$ cat src/rtl/hist3d_pkg.sv
// ----------------------------------------------------------------------------
// hist3d_pkg
// Shared types, codes and constants of the 3D histogram binning accumulator.
// ----------------------------------------------------------------------------
package hist3d_pkg;

    typedef enum logic [1:0] {
        FUNC_SAMPLE = 2'd0,
        FUNC_ADD    = 2'd1,
        FUNC_READ   = 2'd2
    } func_t;

    localparam int unsigned CFG_IDX_W = 3;

    localparam logic [CFG_IDX_W-1:0] REG_X_LOW  = 3'd0;
    localparam logic [CFG_IDX_W-1:0] REG_X_HIGH = 3'd1;
    localparam logic [CFG_IDX_W-1:0] REG_Y_LOW  = 3'd2;
    localparam logic [CFG_IDX_W-1:0] REG_Y_HIGH = 3'd3;
    localparam logic [CFG_IDX_W-1:0] REG_Z_LOW  = 3'd4;
    localparam logic [CFG_IDX_W-1:0] REG_Z_HIGH = 3'd5;

    localparam logic [31:0] RANGE_LOW_RESET  = 32'd0;
    localparam logic [31:0] RANGE_HIGH_RESET = 32'd65536;

    localparam int unsigned BINS_DEFAULT = 8;
    localparam int unsigned IN_BIN_W     = 3;
    localparam int unsigned FLAT_W       = 9;
    // wide enough to compare a bin index port with any bin count (up to 127)
    localparam int unsigned BIN_CMP_W    = 7;

    typedef struct packed {
        logic  issue;
        func_t func;
    } merge_req_t;

    function automatic int unsigned idx_width(input int unsigned n);
        return (n > 1) ? $clog2(n) : 1;
    endfunction

endpackage

$ cat src/rtl/hist3d_axis_lane.sv
// ----------------------------------------------------------------------------
// hist3d_axis_lane
// Bins one coordinate: floor((v-low)*BINS/(high-low)) clamped to 0..BINS-1,
// by a restoring divider that produces one quotient bit per cycle.
// ----------------------------------------------------------------------------
module hist3d_axis_lane
    import hist3d_pkg::*;
#(
    parameter int unsigned BINS = BINS_DEFAULT
) (
    input  logic                       aclk,
    input  logic                       aresetn,
    input  logic                       start,
    input  logic [31:0]                coord,
    input  logic [31:0]                range_low,
    input  logic [31:0]                range_high,
    output logic                       done,
    output logic [idx_width(BINS)-1:0] bin
);

    localparam int unsigned QW = idx_width(BINS);
    localparam int unsigned SW = idx_width(QW);
    localparam int unsigned NW = 32 + $clog2(BINS + 1);

    typedef enum logic [1:0] {
        L_IDLE,
        L_PREP,
        L_DIV
    } lane_state_t;

    lane_state_t     state_reg, state_next;
    logic [32:0]     diff_reg, diff_next;
    logic [32:0]     den_reg, den_next;
    logic [NW-1:0]   rem_reg, rem_next;
    logic [NW-1:0]   dsh_reg, dsh_next;
    logic [QW-1:0]   quo_reg, quo_next;
    logic [SW-1:0]   step_reg, step_next;
    logic            done_reg, done_next;
    logic [QW-1:0]   bin_reg, bin_next;
    logic            take;

    assign take = (rem_reg >= dsh_reg);

    always_comb begin
        state_next = state_reg;
        diff_next  = diff_reg;
        den_next   = den_reg;
        rem_next   = rem_reg;
        dsh_next   = dsh_reg;
        quo_next   = quo_reg;
        step_next  = step_reg;
        done_next  = 1'b0;
        bin_next   = bin_reg;
        case (state_reg)
            L_IDLE: begin
                if (start) begin
                    diff_next  = {coord[31], coord} - {range_low[31], range_low};
                    den_next   = {range_high[31], range_high} - {range_low[31], range_low};
                    state_next = L_PREP;
                end
            end
            L_PREP: begin
                if (den_reg[32] || (den_reg == 33'd0) || diff_reg[32]) begin
                    // empty range or below the range
                    bin_next   = '0;
                    done_next  = 1'b1;
                    state_next = L_IDLE;
                end else if (diff_reg >= den_reg) begin
                    bin_next   = QW'(BINS - 1);
                    done_next  = 1'b1;
                    state_next = L_IDLE;
                end else begin
                    rem_next   = NW'(diff_reg[31:0]) * NW'(BINS);
                    dsh_next   = NW'(den_reg[31:0]) << (QW - 1);
                    quo_next   = '0;
                    step_next  = SW'(QW - 1);
                    state_next = L_DIV;
                end
            end
            L_DIV: begin
                if (take) begin
                    rem_next = rem_reg - dsh_reg;
                end
                quo_next = QW'({quo_reg, take});
                dsh_next = dsh_reg >> 1;
                if (step_reg == '0) begin
                    bin_next   = QW'({quo_reg, take});
                    done_next  = 1'b1;
                    state_next = L_IDLE;
                end else begin
                    step_next = step_reg - 1'b1;
                end
            end
            default: begin
                state_next = L_IDLE;
            end
        endcase
    end

    always_ff @(posedge aclk) begin
        if (!aresetn) begin
            state_reg <= L_IDLE;
            done_reg  <= 1'b0;
        end else begin
            state_reg <= state_next;
            done_reg  <= done_next;
        end
        diff_reg <= diff_next;
        den_reg  <= den_next;
        rem_reg  <= rem_next;
        dsh_reg  <= dsh_next;
        quo_reg  <= quo_next;
        step_reg <= step_next;
        bin_reg  <= bin_next;
    end

    assign done = done_reg;
    assign bin  = bin_reg;

endmodule

$ cat config.mk
export PLATFORM = sky130hd
export DESIGN_NAME = hist3d_axis_lane
export DESIGN_NICKNAME = d
export VERILOG_FILES = /design/src/rtl/hist3d_pkg.sv /design/src/rtl/hist3d_axis_lane.sv
export SDC_FILE = /design/constraint.sdc
export NUM_CORES = 1
export LEC_CHECK = 0
export BUFFER_PORTS_ARGS = -buffer_cell sky130_fd_sc_hd__buf_4
export CAP_MARGIN = 25
export CORE_ASPECT_RATIO = 0.8
export CORE_MARGIN = 2
export CORE_UTILIZATION = 40
export DETAILED_ROUTE_END_ITERATION = 8
export HOLD_SLACK_MARGIN = 0.06
export PLACE_DENSITY = 0.54
export SETUP_SLACK_MARGIN = 0.4
export SYNTH_ARGS = -nofsm -noshare
export SYNTH_HDL_FRONTEND = slang
export SYNTH_SLANG_ARGS = --single-unit
$ cat constraint.sdc
create_clock -name aclk -period 4.93 [get_ports aclk]
set_clock_uncertainty 0.2 [all_clocks]
set_input_delay 0.2465 -clock aclk [delete_from_list [all_inputs] [get_ports aclk]]
set_output_delay 0.2465 -clock aclk [all_outputs]
set_load 0.005 [all_outputs]
# After elaboration in Yosys (flattened, before gate mapping)
# Index checks and enable logic that the tools add are counted.
dict set report word_totals {
  reg_bits 148
  out_inout_bits 4
  word_cells 63
}
dict set report op_classes {
  add_sub_neg 4
  magnitude_cmp 2
  eq_ne 9
  n_mux 27
  reduce_logical 12
}
# operator n
set ops {}
lappend ops {{$mux W36} 5}
lappend ops {{$pmux W36 S2} 2}
lappend ops {{$sub A32 B32 Y33} 2}
lappend ops {{$ge A36 B36 Y1} 1}
lappend ops {{$sub A36 B36 Y36} 1}
lappend ops {{$ge A33 B33 Y1} 1}
lappend ops {{$logic_not A33 Y1} 1}
lappend ops {{$mux W2} 9}
lappend ops {{$ne A2 B2 Y1 const B} 6}
lappend ops {{$mux W3} 3}
lappend ops {{$pmux W2 S2} 2}
lappend ops {{$reduce_and A4 Y1} 2}
lappend ops {{$pmux W2 S3} 1}
lappend ops {{$pmux W3 S2} 1}
lappend ops {{$reduce_and A3 Y1} 2}
lappend ops {{$logic_not A2 Y1} 2}
lappend ops {{$reduce_and A2 Y1} 2}
lappend ops {{$mux W1} 3}
lappend ops {{$ne A3 B3 Y1 const B} 1}
lappend ops {{$eq A2 B1 Y1 const B} 1}
lappend ops {{$eq A2 B2 Y1 const B} 1}
lappend ops {{$logic_or A1 B1 Y1} 2}
lappend ops {{$pmux W1 S2} 1}
lappend ops {{$reduce_bool A2 Y1} 1}
lappend ops {{$sub A2 B1 Y2 const B} 1}

# Logic depth before layout (Yosys ltp)
# Gate-level depths: netlist of run 1.
dict set report logic_depth {
  ltp_word 5
  mapped_depth 13
  ltp_nobuf 13
}

# Worst setup path after synthesis of run 1
# OpenSTA, ideal clock, no wires.
dict set report synth_timing {
  path_type {register to register}
  start {reg diff_reg[10]}
  end {reg rem_reg[0], enable pin}
  setup_time_ns 0.397
  t_arrival_ns 3.076
  required_ns 4.333
  slack_ns 1.257
  stages_incl_launch_ff 11
  path_buffers 0
  period_less_slack_ns 3.673
  path_cell_list {edfxtp_1 > ha_1 > a21o_1 > a21o_1 > a21o_1 > a21oi_1 > o21ai_0 > a22o_1 > o31a_1 > o21ai_0 > and4b_1}
}
dict set report synth_between {
  elab_chain_cells 3
}
# element line_no
set synth_rtl {}
lappend synth_rtl {{start: declaration} hist3d_axis_lane.sv:32} ;# logic [32:0] diff_reg, diff_next;
lappend synth_rtl {{start signal: assignment} hist3d_axis_lane.sv:108} ;# diff_reg <= diff_next;
lappend synth_rtl {{$ge A33 B33 Y1} hist3d_axis_lane.sv:68} ;# end else if (diff_reg >= den_reg) begin
lappend synth_rtl {{$ne A2 B2 Y1 (no source line)} n/a}
lappend synth_rtl {{$reduce_and A4 Y1 (no source line)} n/a}
lappend synth_rtl {{end signal: assignment} hist3d_axis_lane.sv:110} ;# rem_reg <= rem_next;
lappend synth_rtl {{end: declaration} hist3d_axis_lane.sv:34} ;# logic [NW-1:0] rem_reg, rem_next;
# No other way between the ends.
# A chain may end at the register's enable or synchronous reset.

# Worst setup path in the final report of run 1
dict set report layout_timing {
  start {reg den_reg[0]}
  end {reg rem_reg[8], enable pin}
}
dict set report layout_between {
  elab_chain_cells 5
  elab_cells_between_ends 7
  cone_classes {order compare (1); eq/ne (2); reduce/logical (4)}
}
# element line_no
set layout_rtl {}
lappend layout_rtl {{start: declaration} hist3d_axis_lane.sv:33} ;# logic [32:0] den_reg, den_next;
lappend layout_rtl {{start signal: assignment} hist3d_axis_lane.sv:109} ;# den_reg <= den_next;
lappend layout_rtl {{branches (longest 4 deep; another with $ge A33 B33 Y1)} n/a}
lappend layout_rtl {{$reduce_and A4 Y1 (no source line) *} n/a}
# Every way passes the cells marked *.

==> results of run 1 <==
cells in the mapped netlist (all sizes together) (4+ instances only):
master and n:
xor2 22, o31ai 4, o21ai 95, o21bai 11, clkbuf 23, a211oi 10, nor2 72, nand2b 13
ha 135, nand2 87, a31oi 11, nor3 17, nor2b 16, and2 10, nor4 11, o211ai 4
inv 132, edfxtp 143, a21oi 110, o2111ai 6, mux2 25, a31o 4, xnor2 62, o21a 20
or3 5, nand4 18, or2 7, a21o 58, and3 12, nand3 19
how the worst min path moves through the flow:
stage / end / slack (ns) / cells past startpoint
floorplan: done / 0.17 / 2
global placement: state_reg[0] / 0.29 / 3
detailed placement: done / 0.33 / 3
CTS: den_reg[0] / 0.06 / 4
global route: den_reg[0] / 0.06 / 4
finish: den_reg[0] / 0.08 / 4
metal layers:
layer | vias to the layer above | track usage
met2 | 234 | 0.258
li1 | 4624 | -
met1 | 4080 | 0.315
met4 | 0 | 0.0443
met5 | - | 0
met3 | 23 | 0.0243
cell families (layout without fill, tap and decap cells):
logic type,Yosys count,after routing,share of synthesized area
DFF,146,146,0.380
and+or+nand+nor,294,294,0.123
muxes,27,27,0.0266
xor gates and xnor gates,84,84,0.0641
adders and majority gates,138,138,0.153
AOI/OAI and AO/OA,364,364,0.202
buffers and inverters,158,276,0.0518
what timing repair did:
| action | 4_1_cts | 5_1_grt |
|---|---|---|
| gates resized for setup | 0 | 0 |
| hold buffers | 3 | 0 |
| setup endpoints to repair | 0 | 0 |
| hold endpoints to repair | 5 | 0 |
worst max-delay path, delay by kind of cell (launching register included):
kind / cells / cell delay [ns]
buffers and inverters: 1 / 0.44
flip-flops: 1 / 0.45
AO/OA/AOI/OAI: 7 / 1.52
AND/OR/NAND/NOR: 2 / 0.90
adder cells (fa/ha/maj): 1 / 0.29
through the flow:
stage,area (um^2),std cells,hold WS (ns)
after floorplan,11500,1211,0.170
after global routing,13300,1699,0.0608
after CTS,13300,1698,0.0629
after global placement,12700,1663,0.295
final,13300,1699,0.0762
after detailed placement,12700,1663,0.327
power breakdown:
group / switching, mW / internal [mW] / total [mW] / leakage (nW)
registers: 0.0893 / 1.57 / 1.66 / 1.37
clock network: 0.558 / 0.707 / 1.27 / 0.270
logic: 0.768 / 0.578 / 1.35 / 4.14
total: 1.42 / 2.86 / 4.27 / 5.78
layout make-up:
type,count,area share
clock buffer,17,0.0320
inverter,132,0.0373
timing repair buffer,112,0.0648
sequential,146,0.328
clock inverter,15,0.0107
multi-input combinational,907,0.492
tap,370,0.0349
==> results.toml, run 1 <==
[synth]
syn_inst = 1211
avgSynthCellArea_um2 = 9.47
yosys.cell_types.count = 71
yosysWarnings = 0
seq_area_frac_synth = 0.380
ys_seq_elements = 146
synth_nets = 1448
ys.flop_type = "edfxtp_1"
async_reset_ff_frac = 0
synth_area_leader_cell = "edfxtp_1"
ys_top_cells_by_area = "edfxtp_1 (37%), ha_1 (15%), xnor2_1 (4.7%), a21oi_1 (4.7%), inv_1 (4.3%)"
synth_edf_count = 143
synth_area_um2 = 11500
synth_top_area_share = 0.374

[route]
top_layer_used = "met4"
first_iter_violations = 812
routed_wl_um = 28700
wl_met3_um = 1250
dr.pass1.iters = 6
postRouteAntennaNets = 0
drc = 0
wl_met1_um = 16100
viasPerCell = 5.27
dr_wl_met2_um = 11000
num_vias = 8961
drt-wirelength-per-cell_um = 16.9

[sta]
tightest_slew_ns = 0.770
post-route-min-period_ns = 4.14
finalSetupViolCount = 0
fmax_ghz = 0.242
setup_slack_ns = 0.792
slew_headroom = 0.487
finalCritPeriodShare = 0.839
tns_ns = 0
slew_violations = 0
hold_viol = 0
rsz0062_at_grt = "false"

[clock_tree]
path_clk_slew_ns = 0.07
cts_made_buffers = 17
htreeDepth = 4
clkLatencyLatePin_ns = 0.42
clock_sinks = 146
postCtsSetupRepairBufs = 0
clk_path_buf_depth = 2
clock-root-buffer = "clkbuf_16"
cts_tree = "built"

[global_routing]
grt_util_all_layers = 0.191
grt_pass1_wl_um = 45600
grt_max_degree = 73
gr-total-overflow = 0
grt_pass1_vias = 8416
antenna_found_initial = 0

[finish]
final_common_cell = "edfxtp_1"
n_antenna_cell = 0
finish.utilization = 0.471
seq_area_um2 = 4350
largest_reg_flops = 36
fill_cells = 2720
final_nets = 1553
mostFrequentLayoutCells = "edfxtp_1 (143), ha_1 (134), inv_1 (132)"
layout-drive-gt1-share = 0.141
multi_input_area_um2 = 6540
areaGrowthSynthToFinish_pct = 15.7

[worst_setup_path]
crit_path_end = "rem_reg[8]"
r2r_slack_ns = 0.79
critPathKind = "reg -> reg"
reg2reg_from = "den_reg[0]"
cp-start-kind = "register"
critPathLaunch = "den_reg[0]"
crit_fanout = 21
timing.rr.end = "rem_reg[8]"
crit_required_ns = 4.82
cp_slowest_stage_delay_ns = 0.76
crit_chain = "ha_1 > nand2b_1 > a21o_1 > a21o_1 > a21oi_1 > o21ai_0 > a22o_1 > o31a_1 > o21ai_0 > and4b_1 > buf_4"
critPathCaptureType = "register"
arrival_ns = 4.03
r2r_cells = 11
cp_slowest_cell = "and4b_1"

[floorplanning]
dieWidth_um = 193
num_io_pins = 103
die_h_um = 155
start_util = 0.407
std_cell_rows = 55
dieArea_um2 = 30100
core_um2 = 28200

[flow_run]
drv_cap = 0

[power]
p_leak_nw = 5.78
power.density_nw_per_um2 = 322
total_power_mw = 4.27
peakVddDrop_v = 0.000217

[placed_design]
dpl.hpwl_um = 23200
place_ws_ns = 0.739
io_buffers = 102
place_congestion = 0.924

[run_status]
outcome = "finished, final reports clean"

[worst_hold_path]
min_path_type = "in -> reg"
hold_start = "range_high[0]"
No activity file was read; power rests on OpenSTA's default activity.
==> inputs of run 2 (changes only) <==
Settings changed: PLACE_DENSITY 0.54 to 0.57.
Clock period 4.93 ns to 3.5 ns, I/O delays scaled along.
==> results.toml, run 2 (synthesis results as in run 1) <==
[worst_setup_path]
cp-start-kind = "register"
r2r_cells = 13
crit_fanout = 5
path_buf_inv = 2
critPathKind = "reg -> reg"
worst_path_dominant_cell_family = "compound AO/OA/AOI/OAI gates"
crit_chain = "inv_2 > ha_4 > inv_2 > fa_2 > a211oi_4 > o21ai_2 > a21oi_2 > a21oi_2 > a21oi_2 > o221ai_2 > a211oi_2 > nand2_2 > and4b_2"
cp_slowest_stage_delay_ns = 0.41
crit_required_ns = 3.47
worst_path_most_repeated_cell = "a21oi_2"
critPathCaptureType = "register"
cp_slowest_cell = "fa_2"
crit_cells = 13
arrival_ns = 3.30

[power]
peakVddDrop_v = 0.000322
power.density_nw_per_um2 = 442
p_leak_nw = 6.27

[finish]
seq_area_um2 = 4350
mostFrequentLayoutCells = "buf_4 (150), edfxtp_1 (143), inv_1 (122), ha_1 (122), a21oi_1 (96)"
layout-drive-gt1-share = 0.228
areaGrowthSynthToFinish_pct = 27.0
multi_input_area_um2 = 7060
fill_cells = 2604
final_common_cell = "buf_4"
n_antenna_cell = 0
largest_reg_flops = 36
finish.utilization = 0.516
fin_area_um2 = 14600
final_nets = 1635

[global_routing]
gr-total-overflow = 0
grt_max_degree = 67
grt_pass1_vias = 9137
grt_util_all_layers = 0.204
grt_pass1_wl_um = 48700
antenna_found_initial = 0

[route]
first_iter_violations = 722
dr.pass1.iters = 5
drt-wirelength-per-cell_um = 17.4
viasPerCell = 5.35
postRouteAntennaNets = 0
routed_wl_um = 30900
drc = 0
num_vias = 9526

[floorplanning]
core_um2 = 28200
start_util = 0.407
dieArea_um2 = 30100
die_h_um = 155
dieWidth_um = 193
num_io_pins = 103
std_cell_rows = 55

[sta]
setup_slack_ns = 0.173
finalCritPeriodShare = 0.950
finalSetupViolCount = 0
slew_violations = 0
rsz0062_at_grt = "true"
hold_viol = 0
fmax_ghz = 0.301
post-route-min-period_ns = 3.33
tightest_slew_ns = 0.857
slew_headroom = 0.429

[clock_tree]
clk_path_buf_depth = 2
clock-root-buffer = "clkbuf_16"
cts_tree = "built"
path_clk_slew_ns = 0.07
clkLatencyLatePin_ns = 0.43
clock_sinks = 146
htreeDepth = 4
cts_made_buffers = 17

[placed_design]
place_congestion = 0.879
place_area_um2 = 12900
io_buffers = 102
place_ws_ns = -0.0572
dpl.hpwl_um = 23000

[worst_hold_path]
min_path_type = "in -> reg"
whs_path_depth = 3

[run_status]
outcome = "finished, final reports clean"

[flow_run]
drv_cap = 0
[run 2: per-layer routing]
metal | vias up | GRT usage | share of wire
li1 | 4811 | - | -
met2 | 276 | 0.291 | 0.40
met4 | 0 | 0.0600 | 0.022
met3 | 43 | 0.0245 | 0.051
met1 | 4396 | 0.321 | 0.53
met5 | - | 0 | 0
[run 2: power by group]
part	switching, mW	internal [mW]	total (mW)
logic	1.24	1.10	2.34
clock network	0.817	0.944	1.76
registers	0.126	2.21	2.34
total	2.19	4.26	6.44
[run 2: final timing paths]
path | endpoint | slack [ns] | startpoint
hold / removal | den_reg[27] | 0.07 | range_high[27]
setup / recovery | rem_reg[1] | 0.17 | rem_reg[0]
hold reg to reg | bin[2] | 0.33 | quo_reg[1]
setup reg to reg | rem_reg[1] | 0.17 | rem_reg[0]
[run 2: repair_timing]
action                                  CTS  global route
buffers inserted                         20            14
cloned                                   11             3
endpoints found under the setup margin   85            97
endpoints found under the hold margin    16             0
hold buffers                             16             0
gates resized for setup                  54            53
pin swaps                                28            39
[run 2: tightest hold or removal path, delay by kind of cell]
kind / cells / cell delay, ns
buf+inv: 1 / 0.08
xor+xnor: 1 / 0.16
fa+ha+maj: 1 / 0.16
[run 2: through the flow]
step,setup TNS (ns),power [mW],hold slack [ns],cells
after CTS,0,6.29,0.0664,1763
after detailed placement,-1.96,4.30,0.233,1684
after floorplan,0,3.69,0.0985,1211
after global placement,0,4.29,0.223,1684
after global routing,0,6.81,0.0906,1781
final,0,6.44,0.0746,1781
[run 2: cell type report]
cell class | count | area share
Clock buffer | 18 | 0.0295
Tap cell | 370 | 0.0318
Timing Repair Buffer | 186 | 0.112
Multi-Input combinational cell | 915 | 0.485
Sequential cell | 146 | 0.299
Inverter | 132 | 0.0340
Clock inverter | 14 | 0.00902
==> inputs of run 3 (changes only) <==
Settings changed: PLACE_DENSITY 0.57 to 0.54.
Clock period 3.5 ns to 3.82 ns, I/O delays scaled along.
==> results.toml, run 3 (synthesis results as in run 1) <==
[run_status]
outcome = "finished, final reports clean"

[route]
routed_wl_um = 29300
first_iter_violations = 740
viasPerCell = 5.25
drc = 0
num_vias = 9040
drt-wirelength-per-cell_um = 17.0
dr.pass1.iters = 5
postRouteAntennaNets = 0

[clock_tree]
clock-root-buffer = "clkbuf_16"
htreeDepth = 4
cts_tree = "built"
path_clk_slew_ns = 0.07
clkLatencyLatePin_ns = 0.43
cts_made_buffers = 17
clk_path_buf_depth = 2
clock_sinks = 146

[sta]
tns_ns = 0
slew_violations = 0
finalSetupViolCount = 0
rsz0062_at_grt = "true"
slew_headroom = 0.656
finalCritPeriodShare = 0.893
fmax_ghz = 0.293
hold_viol = 0
post-route-min-period_ns = 3.41
tightest_slew_ns = 0.515

[finish]
mostFrequentLayoutCells = "edfxtp_1 (143), ha_1 (127), inv_1 (126)"
n_antenna_cell = 0
layout-drive-gt1-share = 0.179
areaGrowthSynthToFinish_pct = 20.2
largest_reg_flops = 36
multi_input_area_um2 = 6730
fill_cells = 2741
final_nets = 1577
seq_area_um2 = 4350
final_common_cell = "edfxtp_1"
fin_area_um2 = 13800

[placed_design]
place_congestion = 0.875
place_area_um2 = 12700
dpl.hpwl_um = 23000
io_buffers = 102

[global_routing]
grt_pass1_wl_um = 45700
gr-total-overflow = 0
grt_util_all_layers = 0.191
grt_max_degree = 49
antenna_found_initial = 0
grt_pass1_vias = 8696

[floorplanning]
start_util = 0.407
std_cell_rows = 55
dieWidth_um = 193
num_io_pins = 103
core_um2 = 28200
die_h_um = 155
dieArea_um2 = 30100

[worst_setup_path]
arrival_ns = 3.35
critPathKind = "reg -> reg"
r2r_cells = 11
cp-start-kind = "register"
crit_fanout = 9
critPathCaptureType = "register"
crit_required_ns = 3.76

[flow_run]
drv_cap = 0

[power]
power.density_nw_per_um2 = 420
p_leak_nw = 5.97
total_power_mw = 5.79
peakVddDrop_v = 0.000293

[worst_hold_path]
whs_path_depth = 3
min_path_type = "in -> reg"
-- run 3: final timing paths --
kind | start | to | slack (ns)
worst min-delay path | coord[6] | diff_reg[6] | 0.07
worst min register to register | quo_reg[1] | bin[2] | 0.32
worst max register to register | den_reg[0] | rem_reg[16] | 0.41
worst max-delay path | den_reg[0] | rem_reg[16] | 0.41
-- run 3: stage by stage --
stage                     setup WS [ns]  hold slack [ns]   util  instances
after floorplan                   0.504            0.114      -       1211
after global placement            0.333            0.235  0.450       1666
after detailed placement          0.243            0.270  0.450       1666
after CTS                         0.393           0.0617  0.476       1705
after global routing              0.329           0.0739  0.489       1722
final                             0.410           0.0682  0.489       1722
-- run 3: area by class of cell --
cell class / count / share of cell area
clock inverter: 14 / 0.0135
timing repair buffer: 136 / 0.0823
sequential: 146 / 0.316
tap: 370 / 0.0336
multi-input combinational: 907 / 0.488
inverter: 132 / 0.0359
clock buffer: 17 / 0.0308
-- run 3: repair_timing --
action	4_1_cts	5_1_grt
resized for setup	5	46
hold buffers	8	0
buffers inserted	0	12
gates cloned	0	5
pin swaps	1	23
endpoints found under the setup margin	76	79
endpoints found under the hold margin	9	0
-- run 3: report_power, final --
group | switching, mW | internal (mW)
combinational | 1.03 | 0.848
clock | 0.754 | 0.999
sequential | 0.127 | 2.03
total | 1.91 | 3.87
-- run 3: layer usage --
metal  vias to the layer above  part of all wire  GRT usage
li1                       4669                 -          -
met1                      4151              0.56      0.308
met2                       187              0.39      0.261
met3                        33             0.033     0.0241
met4                         0             0.020     0.0560
met5                         -                 0          0
-- run 3: critical path, stage by stage, from the launching register on --
cell,delay [ns]
edfxtp_1,0.45
ha_1,0.29
nand2b_1,0.14
a21o_1,0.17
a21o_1,0.18
a21oi_2,0.16
o21ai_2,0.07
a22o_1,0.21
o31a_1,0.40
o21ai_2,0.20
and4b_4,0.43
clkbuf_16,0.23
